### config.mk
export PLATFORM = sky130hd
export DESIGN_NAME = chain_distance_constraint
export DESIGN_NICKNAME = d
export VERILOG_FILES = /design/src/hw/rtl/cdc_pkg.sv /design/src/hw/rtl/cdc_unit_vec.sv /design/src/hw/rtl/chain_distance_constraint.sv
export SDC_FILE = /design/constraint.sdc
export NUM_CORES = 2
export LEC_CHECK = 0
export BUFFER_PORTS_ARGS = -buffer_cell sky130_fd_sc_hd__buf_2
export CORE_UTILIZATION = 46
export DETAILED_ROUTE_END_ITERATION = 10
export GPL_ROUTABILITY_DRIVEN = 0
export PLACE_DENSITY = 0.6
export SLEW_MARGIN = 20
export SYNTH_ARGS = -nofsm -noshare
export SYNTH_HDL_FRONTEND = slang
export SYNTH_SLANG_ARGS = --single-unit
### constraint.sdc
create_clock -name i_clk -period 17.49 [get_ports i_clk]
set_clock_uncertainty 0.2 [all_clocks]
set_input_delay 5.247 -clock i_clk [delete_from_list [all_inputs] [get_ports i_clk]]
set_output_delay 5.247 -clock i_clk [all_outputs]
set_load 0.1 [all_outputs]
### src/hw/rtl/cdc_pkg.sv
// Shared types and constants of the chain distance constraint block.
package cdc_pkg;
    localparam int unsigned PosW = 16;
    localparam int unsigned DirW = 16;
    localparam int unsigned LenW = 8;
    localparam int unsigned IdxW = 4;
    localparam logic signed [PosW-1:0] CentreX = 16'sd15360;
    localparam logic signed [PosW-1:0] CentreY = 16'sd8640;
    localparam logic [LenW-1:0] LinkReset = 8'd18;
    localparam logic [DirW-1:0] UnitMax = 16'd16384;

    typedef logic signed [PosW-1:0] t_pos;
    typedef logic signed [DirW-1:0] t_dir;

    typedef enum logic [3:0] {
        ST_IDLE, ST_READ, ST_LOAD, ST_SQRT, ST_DIVX, ST_DIVY, ST_PLACE, ST_OUT
    } t_state;

    // Unit-vector engine: setup, root steps, two divides, done.
    typedef enum logic [2:0] {
        U_IDLE, U_SQ, U_SQRT, U_DIVX, U_DIVY, U_FIN
    } t_uv_state;
endpackage

### src/hw/rtl/cdc_unit_vec.sv
// Iterative square root and divider that turn a difference vector into a unit vector.
module cdc_unit_vec (
    input  logic                i_clk,
    input  logic                i_rst_n,
    input  logic                i_start,
    input  logic signed [16:0]  i_dx,
    input  logic signed [16:0]  i_dy,
    output logic                o_done,
    output cdc_pkg::t_dir       o_ux,
    output cdc_pkg::t_dir       o_uy
);
    import cdc_pkg::*;

    t_uv_state r_st, n_st;
    logic [5:0]  r_cnt;
    logic [61:0] r_rad;     // s << 28, two bits consumed per root step
    logic [33:0] r_rem;     // root remainder
    logic [30:0] r_root;    // root of s*2^28 is below 2^31
    logic [16:0] r_mx, r_my;
    logic        r_sx, r_sy;
    logic        r_zero;
    logic [30:0] r_drem;    // divide remainder, always below the root
    logic [44:0] r_num;
    logic [44:0] r_q;
    t_dir        r_ux, r_uy;

    logic [33:0] sq_x, sq_y, sq_sum;
    logic [36:0] trial;
    logic [30:0] root_nx;
    logic [31:0] dshift;
    logic [32:0] dtrial;
    logic [44:0] q_nx;
    logic [15:0] q_mag;

    assign sq_x    = r_mx * r_mx;
    assign sq_y    = r_my * r_my;
    assign sq_sum  = sq_x + sq_y;
    assign trial   = {1'b0, r_rem, r_rad[61:60]} - {4'b0, r_root, 2'b01};
    assign root_nx = {r_root[29:0], ~trial[36]};
    assign dshift  = {r_drem, r_num[44]};
    assign dtrial  = {1'b0, dshift} - {2'b0, r_root};
    assign q_nx    = {r_q[43:0], ~dtrial[32]};
    assign q_mag   = (q_nx > 45'(UnitMax)) ? UnitMax : q_nx[15:0];

    always_ff @(posedge i_clk) begin
        if (!i_rst_n) begin
            r_st <= U_IDLE;
        end else begin
            r_st <= n_st;
        end
    end

    always_comb begin
        n_st = r_st;
        case (r_st)
            U_IDLE: if (i_start) n_st = U_SQ;
            U_SQ: n_st = U_SQRT;
            U_SQRT: if (r_cnt == 6'd1) n_st = r_zero ? U_FIN : U_DIVX;
            U_DIVX: if (r_cnt == 6'd1) n_st = U_DIVY;
            U_DIVY: if (r_cnt == 6'd1) n_st = U_FIN;
            U_FIN: n_st = U_IDLE;
            default: n_st = U_IDLE;
        endcase
    end

    always_ff @(posedge i_clk) begin
        case (r_st)
            U_IDLE: begin
                if (i_start) begin
                    r_mx <= i_dx[16] ? 17'(-i_dx) : 17'(i_dx);
                    r_my <= i_dy[16] ? 17'(-i_dy) : 17'(i_dy);
                    r_sx <= i_dx[16];
                    r_sy <= i_dy[16];
                end
            end
            U_SQ: begin
                r_rad  <= {sq_sum, 28'd0};
                r_zero <= (sq_sum == 34'd0);
                r_rem  <= '0;
                r_root <= '0;
                r_cnt  <= 6'd31;
            end
            U_SQRT: begin
                if (!trial[36]) begin
                    r_rem <= trial[33:0];
                end else begin
                    r_rem <= {r_rem[31:0], r_rad[61:60]};
                end
                r_root <= root_nx;
                r_rad  <= {r_rad[59:0], 2'b00};
                if (r_cnt == 6'd1) begin
                    // Preload the rounding offset: (m * 2^28 + root / 2) / root.
                    r_cnt  <= 6'd45;
                    r_drem <= '0;
                    r_q    <= '0;
                    r_num  <= {r_mx, 28'd0} + 45'(root_nx >> 1);
                    if (r_zero) begin
                        r_ux <= '0;
                        r_uy <= '0;
                    end
                end else begin
                    r_cnt <= r_cnt - 6'd1;
                end
            end
            U_DIVX: begin
                if (r_cnt == 6'd1) begin
                    r_ux   <= r_sx ? -q_mag : q_mag;
                    r_cnt  <= 6'd45;
                    r_drem <= '0;
                    r_q    <= '0;
                    r_num  <= {r_my, 28'd0} + 45'(r_root >> 1);
                end else begin
                    r_drem <= dtrial[32] ? dshift[30:0] : dtrial[30:0];
                    r_q    <= q_nx;
                    r_num  <= {r_num[43:0], 1'b0};
                    r_cnt  <= r_cnt - 6'd1;
                end
            end
            U_DIVY: begin
                if (r_cnt == 6'd1) begin
                    r_uy <= r_sy ? -q_mag : q_mag;
                end else begin
                    r_drem <= dtrial[32] ? dshift[30:0] : dtrial[30:0];
                    r_q    <= q_nx;
                    r_num  <= {r_num[43:0], 1'b0};
                    r_cnt  <= r_cnt - 6'd1;
                end
            end
            default: begin
            end
        endcase
    end

    assign o_done = (r_st == U_FIN);
    assign o_ux = r_ux;
    assign o_uy = r_uy;
endmodule

### src/hw/rtl/chain_distance_constraint.sv
// Top level: chain point memory, sequencer and result register.
//  channel | dir | handshake          | payload
//  in      | in  | i_valid / o_ready  | i_head_x, i_head_y
//  out     | out | o_valid / i_ready  | o_point_index .. o_last
//  cfg     | in  | i_cfg_we           | i_cfg_data (link_length)
// Per link: read and load, engine start, the engine (setup, 31 root steps, two
// 45-step divides, done), place and output. Coincident points skip the divides.
// Reset is synchronous, active low; the chain memory is rewritten to the screen
// centre by a clearing pass over all NUM_POINTS entries after reset, during which
// no request is taken. A stalled result holds the sequencer in its output state.
module chain_distance_constraint #(
    parameter int NUM_POINTS = 16
) (
    input  logic           i_clk,
    input  logic           i_rst_n,
    input  logic           i_valid,
    output logic           o_ready,
    input  cdc_pkg::t_pos  i_head_x,
    input  cdc_pkg::t_pos  i_head_y,
    output logic           o_valid,
    input  logic           i_ready,
    output logic [3:0]     o_point_index,
    output cdc_pkg::t_pos  o_point_x,
    output cdc_pkg::t_pos  o_point_y,
    output cdc_pkg::t_dir  o_dir_x,
    output cdc_pkg::t_dir  o_dir_y,
    output logic           o_last,
    input  logic           i_cfg_we,
    input  logic [7:0]     i_cfg_data
);
    import cdc_pkg::*;

    localparam int AW = $clog2(NUM_POINTS);

    // Chain memory: one synchronous read port, one write port.
    logic [31:0] r_mem [NUM_POINTS];
    logic [31:0] r_rd;
    logic        mem_we;
    logic [AW-1:0] mem_wa, mem_ra;
    logic [31:0] mem_wd;

    always_ff @(posedge i_clk) begin
        if (mem_we) r_mem[mem_wa] <= mem_wd;
        r_rd <= r_mem[mem_ra];
    end

    t_state r_st, n_st;
    logic [LenW-1:0] r_len;
    logic [AW:0] r_idx, n_idx;       // follower index / clear pointer
    logic r_clr, n_clr;
    t_pos r_px, r_py, n_px, n_py;    // predecessor (already updated)
    t_pos r_fx, r_fy;                // follower old position
    logic r_ov, n_ov;
    t_pos r_ox, r_oy;
    t_dir r_ux, r_uy;
    logic uv_start, uv_done;
    t_dir uvx, uvy;

    always_ff @(posedge i_clk) begin
        if (!i_rst_n) r_len <= LinkReset;
        else if (i_cfg_we) r_len <= i_cfg_data;
    end

    cdc_unit_vec u_uv (
        .i_clk(i_clk), .i_rst_n(i_rst_n), .i_start(uv_start),
        .i_dx(17'(r_px) - 17'(r_fx)), .i_dy(17'(r_py) - 17'(r_fy)),
        .o_done(uv_done), .o_ux(uvx), .o_uy(uvy)
    );

    // Place: round((a+b)*8192 - u*len*16 + 8192) / 16384, saturated.
    function automatic t_pos place(input t_pos a, input t_pos b, input t_dir u,
                                   input logic [LenW-1:0] len);
        logic signed [16:0] sum;
        logic signed [24:0] ul;
        logic signed [31:0] n;
        logic signed [17:0] q;
        sum = 17'(a) + 17'(b);
        ul = 25'(u) * 25'($signed({1'b0, len}));
        n = (32'(sum) <<< 13) - (32'(ul) <<< 4) + 32'sd8192;
        q = 18'(n >>> 14);
        if (q > 18'sd32767) return 16'sh7fff;
        if (q < -18'sd32768) return 16'sh8000;
        return 16'(q);
    endfunction

    always_comb begin
        n_st = r_st; n_idx = r_idx; n_clr = r_clr; n_px = r_px; n_py = r_py; n_ov = r_ov;
        mem_we = 1'b0; mem_wa = r_idx[AW-1:0]; mem_wd = {CentreX, CentreY};
        mem_ra = r_idx[AW-1:0]; uv_start = 1'b0;
        o_ready = 1'b0;
        case (r_st)
            ST_IDLE: begin
                if (r_clr) begin
                    mem_we = 1'b1;
                    n_idx = r_idx + 1'b1;
                    if (r_idx == (AW+1)'(NUM_POINTS - 1)) n_clr = 1'b0;
                end else begin
                    o_ready = 1'b1;
                    if (i_valid) begin
                        mem_we = 1'b1; mem_wa = '0; mem_wd = {i_head_x, i_head_y};
                        n_px = i_head_x; n_py = i_head_y;
                        n_idx = (AW+1)'(1);
                        n_st = ST_READ;
                    end
                end
            end
            ST_READ: n_st = ST_LOAD;
            ST_LOAD: n_st = ST_SQRT;
            ST_SQRT: begin
                uv_start = 1'b1;
                n_st = ST_DIVX;
            end
            ST_DIVX: if (uv_done) n_st = ST_PLACE;
            ST_PLACE: begin
                mem_we = 1'b1;
                mem_wd = {place(r_px, r_fx, uvx, r_len), place(r_py, r_fy, uvy, r_len)};
                n_px = mem_wd[31:16]; n_py = mem_wd[15:0];
                n_ov = 1'b1;
                n_st = ST_OUT;
            end
            ST_OUT: if (!r_ov || i_ready) begin
                n_ov = 1'b0;
                if (r_idx == (AW+1)'(NUM_POINTS - 1)) n_st = ST_IDLE;
                else begin
                    n_idx = r_idx + 1'b1;
                    n_st = ST_READ;
                end
            end
            default: n_st = ST_IDLE;
        endcase
        if (r_ov && i_ready && r_st != ST_OUT) n_ov = 1'b0;
    end

    always_ff @(posedge i_clk) begin
        if (!i_rst_n) begin
            r_st <= ST_IDLE; r_idx <= '0; r_clr <= 1'b1; r_ov <= 1'b0;
        end else begin
            r_st <= n_st; r_idx <= n_idx; r_clr <= n_clr; r_ov <= n_ov;
        end
        r_px <= n_px; r_py <= n_py;
        if (r_st == ST_LOAD) begin
            r_fx <= t_pos'(r_rd[31:16]); r_fy <= t_pos'(r_rd[15:0]);
        end
        if (r_st == ST_PLACE) begin
            r_ox <= t_pos'(mem_wd[31:16]); r_oy <= t_pos'(mem_wd[15:0]);
            r_ux <= uvx; r_uy <= uvy;
        end
    end

    assign o_valid = r_ov;
    assign o_point_index = 4'(r_idx);
    assign o_point_x = r_ox;
    assign o_point_y = r_oy;
    assign o_dir_x = r_ux;
    assign o_dir_y = r_uy;
    assign o_last = (r_idx == (AW+1)'(NUM_POINTS - 1));
endmodule

Word-level counts from Yosys, hierarchy flattened --
Memory sizes are Yosys's and may differ from the RTL's. A register that Yosys moved wholly into a read port is not among the register bits. Cells that the tools add are included.
Storage, ports and cells: bits in writable memories 512, memories 1, output and inout port bits 71, register bits 472
Cells by class: muxes and demuxes 90, reduce and logical (&&, ||, !) cells 27, bitwise logic cells 3, multiply operators 4, equality and inequality tests 26, magnitude comparators 5, $add $sub $neg 18
Memories:
- r_mem | depth 16, bits a word 32, rd ports 1, clocked after memory_dff 1, write ports 1, RTL line chain_distance_constraint.sv:36 | logic [31:0] r_mem [NUM_POINTS];
Operators by type and width (number):
- 16-bit 2-to-1 mux | 21
- 45-bit 2-to-1 mux | 3
- 45-bit one-hot mux with 3 select lines | 1
- 44-bit 2-to-1 mux | 3
- 44-bit one-hot mux with 3 select lines | 1
- 16-bit one-hot mux with 2 select lines | 4
- 31-bit 2-to-1 mux | 4
- 62-bit one-hot mux with 2 select lines | 1
- 31-bit one-hot mux with 3 select lines | 1
- 45-bit by 30-bit adder with 45-bit output | 2
- 17-bit by 17-bit multiplier with 34-bit output | 2
- 34-bit one-hot mux with 2 select lines | 1
- 31-bit by 15-bit adder with 32-bit output, second input constant | 2
- 32-bit 2-to-1 mux | 2
- 32-bit one-hot mux with 2 select lines | 1
- 31-bit one-hot mux with 2 select lines | 1
- 30-bit by 29-bit subtractor with 31-bit output | 2
- 16-bit by 9-bit multiplier with 25-bit output | 2
- 45-bit by 15-bit greater-than comparator with 1-bit output, second input constant | 1
- 36-bit by 33-bit subtractor with 37-bit output | 1
- 18-bit by 16-bit greater-than comparator with 1-bit output, second input constant | 2
- 18-bit by 16-bit < comparator with 1-bit output, second input constant | 2
- 16-bit by 16-bit adder with 17-bit output | 2
- 34-bit adder | 1
- other kinds (42) | 110

Depth between registers and ports, before layout --
depth in word-level cells 11, depth in mapped cells 35, depth with buffers taken out 33

By module --
A second synthesis with hierarchy kept.
Second synthesis, totals: cell total of the unflattened synthesis 6350, area, all modules 73260.3 sq um
By module, submodules not included:
- chain_distance_constraint | area each 39466.6 sq um, sequential area each 20219.4 sq um, times used 1, cells each 2900
- cdc_unit_vec | area each 33793.7 sq um, sequential area each 8888.5 sq um, times used 1, cells each 3450

Worst setup path before layout --
Ideal clock, no wire load.
path type reg2out, start register r_st[2], end output port o_ready, buffers on the path 2, arrival time 3547 ps, slack 8496 ps, cell stages (with the launch flop) 4, required time 12043 ps, cells stage by stage dfxtp_1 -> clkbuf_1 -> clkbuf_1 -> nor4_1
On the way: longest elaborated chain between the ends 2
Ends and longest elaborated chain:
- start: declaration | RTL line chain_distance_constraint.sv:47 | t_state r_st, n_st;
- start signal: assignment | RTL line chain_distance_constraint.sv:138 | r_st <= n_st; r_idx <= n_idx; r_clr <= n_clr; r_ov <= n_ov;
- 4-bit logical NOT | RTL line chain_distance_constraint.sv:91 | case (r_st)
- 1-bit 2-to-1 mux | RTL line chain_distance_constraint.sv:91
- end: declaration | RTL line chain_distance_constraint.sv:17 | output logic o_ready,
No other way between the ends.

Final worst setup path --
start register r_len[0], end memory r_mem[7][2] (data pin)
On the way: longest elaborated chain between the ends 10
Ends and longest elaborated chain:
- start: declaration | RTL line chain_distance_constraint.sv:48 | logic [LenW-1:0] r_len;
- start signal: assignment | RTL line chain_distance_constraint.sv:60 | if (!i_rst_n) r_len <= LinkReset;
- start signal: assignment | RTL line chain_distance_constraint.sv:61 | else if (i_cfg_we) r_len <= i_cfg_data;
- 16-bit by 9-bit multiplier with 25-bit output * | RTL line chain_distance_constraint.sv:78 | ul = 25'(u) * 25'($signed({1'b0, len}));
- 30-bit by 29-bit subtractor with 31-bit output * | RTL line chain_distance_constraint.sv:79 | n = (32'(sum) <<< 13) - (32'(ul) <<< 4) + 32'sd8192;
- 31-bit by 15-bit adder with 32-bit output * | RTL line chain_distance_constraint.sv:79
- 18-bit by 16-bit < comparator with 1-bit output | RTL line chain_distance_constraint.sv:82 | if (q < -18'sd32768) return 16'sh8000;
- 1-bit 2-to-1 mux (2 in series) | RTL line chain_distance_constraint.sv:82
- 1-bit 2-to-1 mux | RTL line chain_distance_constraint.sv:91
- 16-bit 2-to-1 mux | RTL line chain_distance_constraint.sv:83 | return 16'(q);
- 16-bit 2-to-1 mux * | RTL line chain_distance_constraint.sv:82
- 32-bit one-hot mux with 2 select lines * | RTL line chain_distance_constraint.sv:91
- net mem_wd[2] | RTL line chain_distance_constraint.sv:40 | logic [31:0] mem_wd;
- end: declaration | RTL line chain_distance_constraint.sv:36
The timed path passes the listed nets; every way through them passes the cells marked *. The select of a mux whose other input is x is not followed.

==> impl_metrics.py <==
metrics = {
    "clocking": {
        "numCtsBuffers": 103,
        "cts_hold_buf": 0,
        "cts_buffer_depth": 3,
        "clock_latency_ps": 770,
        "ctsHtreeMaxLevel": 3,
        "cts_root_buf": "clkbuf_16",
        "clk_pin_slew_ps": 60,
        "cts-resized-gates": 0,
        "post_cts_buffers": 0,
        "clock_sinks": 987,
        "tritoncts": "built",
    },
    "logic_synthesis": {
        "synth_area_um2": 72550,
        "synth_xor_area_share_pct": 3.365,
        "synth_top_area_share_pct": 38.66,
        "syn_nets": 7423,
        "synthMuxAreaShare_pct": 5.556,
        "synth_top_flop_cell": "edfxtp_1",
        "avgSynthCellArea_um2": 11.67,
        "yosysWarnings": 0,
        "synthCells": 6219,
        "ys_types": 88,
        "synth_top_family_by_area": "adder cells",
        "synth_compound_area_share_pct": 7.329,
        "synth_edf_count": 934,
        "synth.area.top_cells": "edfxtp_1 39%, fa_1 18%, ha_1 8.6%",
        "ys_seq_area_share_pct": 40.12,
        "yosys.area.top_type": "edfxtp_1",
        "async_flop_share_pct": 0,
        "synth_fa_ha_area_share_pct": 26.80,
        "ys_ff_latch": 987,
        "synth-simple-area-share_pct": 10.46,
    },
    "timing": {
        "finalHoldViolCount": 0,
        "final.period_utilization_pct": 53.94,
        "worst_pin_slew_ps": 1056,
        "maxSlewHeadroom_pct": 28.98,
        "fin_ws_ps": 8056,
        "finalSetupTns_ps": 0,
        "slew_viol_final": 0,
        "rsz0062_at_grt": "false",
        "post-route-min-period_ps": 9434,
        "setup_viol": 0,
        "max_freq_mhz": 106.0,
    },
    "pwr": {
        "leakage_nw": 33.13,
        "power_density_nw_per_um2": 169.9,
        "worst_ir_drop_vdd_uv": 365.7,
    },
    "placement": {
        "portBuffers": 115,
        "hpwl_mm": 132.1,
        "dp_slack_ps": 8080,
    },
    "run": {
        "drv_cap": 0,
    },
    "worst_setup_path": {
        "crit_slowest_cell": "and2_1",
        "cp.arrival_ps": 9690,
        "timing_worst_setup_path_type": "reg2reg",
        "crit_path_end_kind": "flop",
        "critPathMaxStageDelay_ps": 660,
        "start_kind": "flop",
        "crit_fanout": 33,
        "cp.required_ps": 17740,
    },
    "die": {
        "rows": 145,
        "pin_count": 116,
        "die_w_um": 399.1,
        "coreArea_um2": 156400,
        "die_h_um": 399.1,
        "die_area_um2": 159300,
        "start_util_pct": 46.39,
    },
    "route": {
        "detail_route.first_pass.iterations": 6,
        "drt-initial-drc-count": 3270,
        "routedWlPerCell_um": 21.75,
        "vias_per_cell": 5.502,
        "routed_wl_mm": 183.8,
        "vias": 46500,
        "drc": 0,
        "postRouteAntennaNets": 0,
    },
    "final_layout": {
        "layout-drive-gt1-share_pct": 9.354,
        "antenna_cells": 0,
        "nNetsFinal": 7510,
        "fillers": 13880,
        "synthToLayoutAreaGrowth_pct": 8.962,
    },
    "global_route": {
        "grt_pass1_wl_mm": 284.3,
        "overflow": 0,
        "antenna_found_initial": 4,
        "grt_pass1_vias": 48210,
        "grt_start_max_net_pins": 89,
        "grtUsageTotal_pct": 23.44,
    },
    "min_path": {
        "hold_path_class": "reg2reg",
    },
    "status": {
        "status": "finished, final reports clean",
    },
}
-- power breakdown --
part	switching, mW	internal (mW)	leakage (nW)
clock network	0.990	1.17	1.58
logic	5.24	3.19	22.6
registers	0.0579	2.78	8.95
total	6.29	7.15	33.1
-- per-layer routing --
metal  routed length, µm  global-route usage, %  vias to the layer above
met1               78250                  30.94                    23770
met3                8708                  3.136                      259
met4                5016                  6.598                        6
met2               91840                  40.38                     1131
met5                  35                      0                        -
li1                    -                      -                    21330
-- worst max-delay path, delay by kind of cell (launching register included) --
family          cells  cell delay [ps]
compound gates     13             3240
flops               1              310
fa+ha+maj           7             2890
simple gates        7             1890
buf+inv             5              570
-- cells by family after synthesis --
family	count (synthesis)
compound gates	796
xor+xnor	277
fa+ha+maj	1159
buf+inv	1224
flops	987
mux	202
simple gates	1574
-- through the flow --
step | instance area, µm² | power [mW] | std cells | hold slack [ps] | utilization, %
after CTS | 79030 | 13.52 | 8449 | 200.0 | 50.53
after global routing | 79060 | 14.50 | 8451 | 208.0 | 50.55
after global placement | 75720 | 11.25 | 8257 | 186.2 | 48.42
after floorplan | 72550 | 8.940 | 6219 | 185.5 | -
after detailed placement | 75720 | 11.29 | 8257 | 188.7 | 48.42
final | 79060 | 13.43 | 8451 | 202.2 | 50.55
-- layout make-up --
cell class	instances	area (µm²)	share of cell area, %
multi-input combinational	4008	39040	49.38
tap	2058	2575	3.257
clock inverter	49	478.0	0.6046
inverter	1000	3756	4.751
sequential	987	29120	36.84
clock buffer	143	2828	3.577
timing repair buffer	206	1262	1.597
-- cell usage in the layout (no fill, tap or decap), types with 24 or more instances in the layout --
cell type / netlist / routed
a21oi_1: 244 / 242
a222oi_1: 28 / 28
nand3_1: 60 / 60
clkbuf_16: 0 / 103
xor2_1: 80 / 80
buf_4: 4 / 88
mux4_2: 160 / 160
a21o_1: 79 / 79
nor2b_1: 39 / 39
clkbuf_1: 189 / 30
dfxtp_1: 53 / 49
a211oi_1: 25 / 24
nand4_1: 25 / 25
fa_1: 658 / 658
buf_2: 9 / 115
a221o_1: 28 / 28
nor2_1: 355 / 338
inv_1: 993 / 992
o21a_1: 38 / 38
nand2b_1: 45 / 44
and2_1: 324 / 323
edfxtp_1: 934 / 934
xnor2_1: 195 / 195
nor3_1: 74 / 72
mux2i_1: 36 / 36
o21ai_0: 128 / 125
ha_1: 501 / 501
nand2_1: 520 / 519
-- synth_stat cells (20+ instances only) --
| library cell | n |
|---|---|
| nand4_1 | 25 |
| a31oi_1 | 22 |
| nand2b_1 | 45 |
| buf_1 | 21 |
| edfxtp_1 | 934 |
| nor2_1 | 355 |
| mux2i_1 | 36 |
| and3_1 | 22 |
| nor2b_1 | 39 |
| or3_1 | 21 |
| a21oi_1 | 244 |
| a21o_1 | 79 |
| and2_1 | 324 |
| fa_1 | 658 |
| nand3_1 | 60 |
| a221o_1 | 28 |
| mux4_2 | 160 |
| a211oi_1 | 25 |
| o21a_1 | 38 |
| o21ai_0 | 128 |
| nand2_1 | 520 |
| nor3_1 | 74 |
| xnor2_1 | 195 |
| nor4_1 | 22 |
| dfxtp_1 | 53 |
| inv_1 | 993 |
| or2_2 | 20 |
| xor2_1 | 80 |
| clkbuf_1 | 189 |
| ha_1 | 501 |
| o21bai_1 | 23 |
| a222oi_1 | 28 |
-- path summary, 6_finish.rpt --
path	from	to	slack (ps)	cells after the start
worst max-delay path	r_len[0]	r_mem[7][2]	8060	32
worst min-delay path	r_rd[21]	r_fx[5]	200	0
worst max register to register	r_len[0]	r_mem[7][2]	8060	32
worst min register to register	r_rd[21]	r_fx[5]	200	0
-- registers in the layout (all words and copies together), names as in the netlist, 17 cells and up --
name and cells:
r_mem 512, u_uv.r_drem 31, r_rd 32, u_uv.r_rem 34, u_uv.r_num 45, u_uv.r_root 31
u_uv.r_rad 34, u_uv.r_mx 17, u_uv.r_q 44, u_uv.r_my 17
Power figures use the tool's default switching activity.
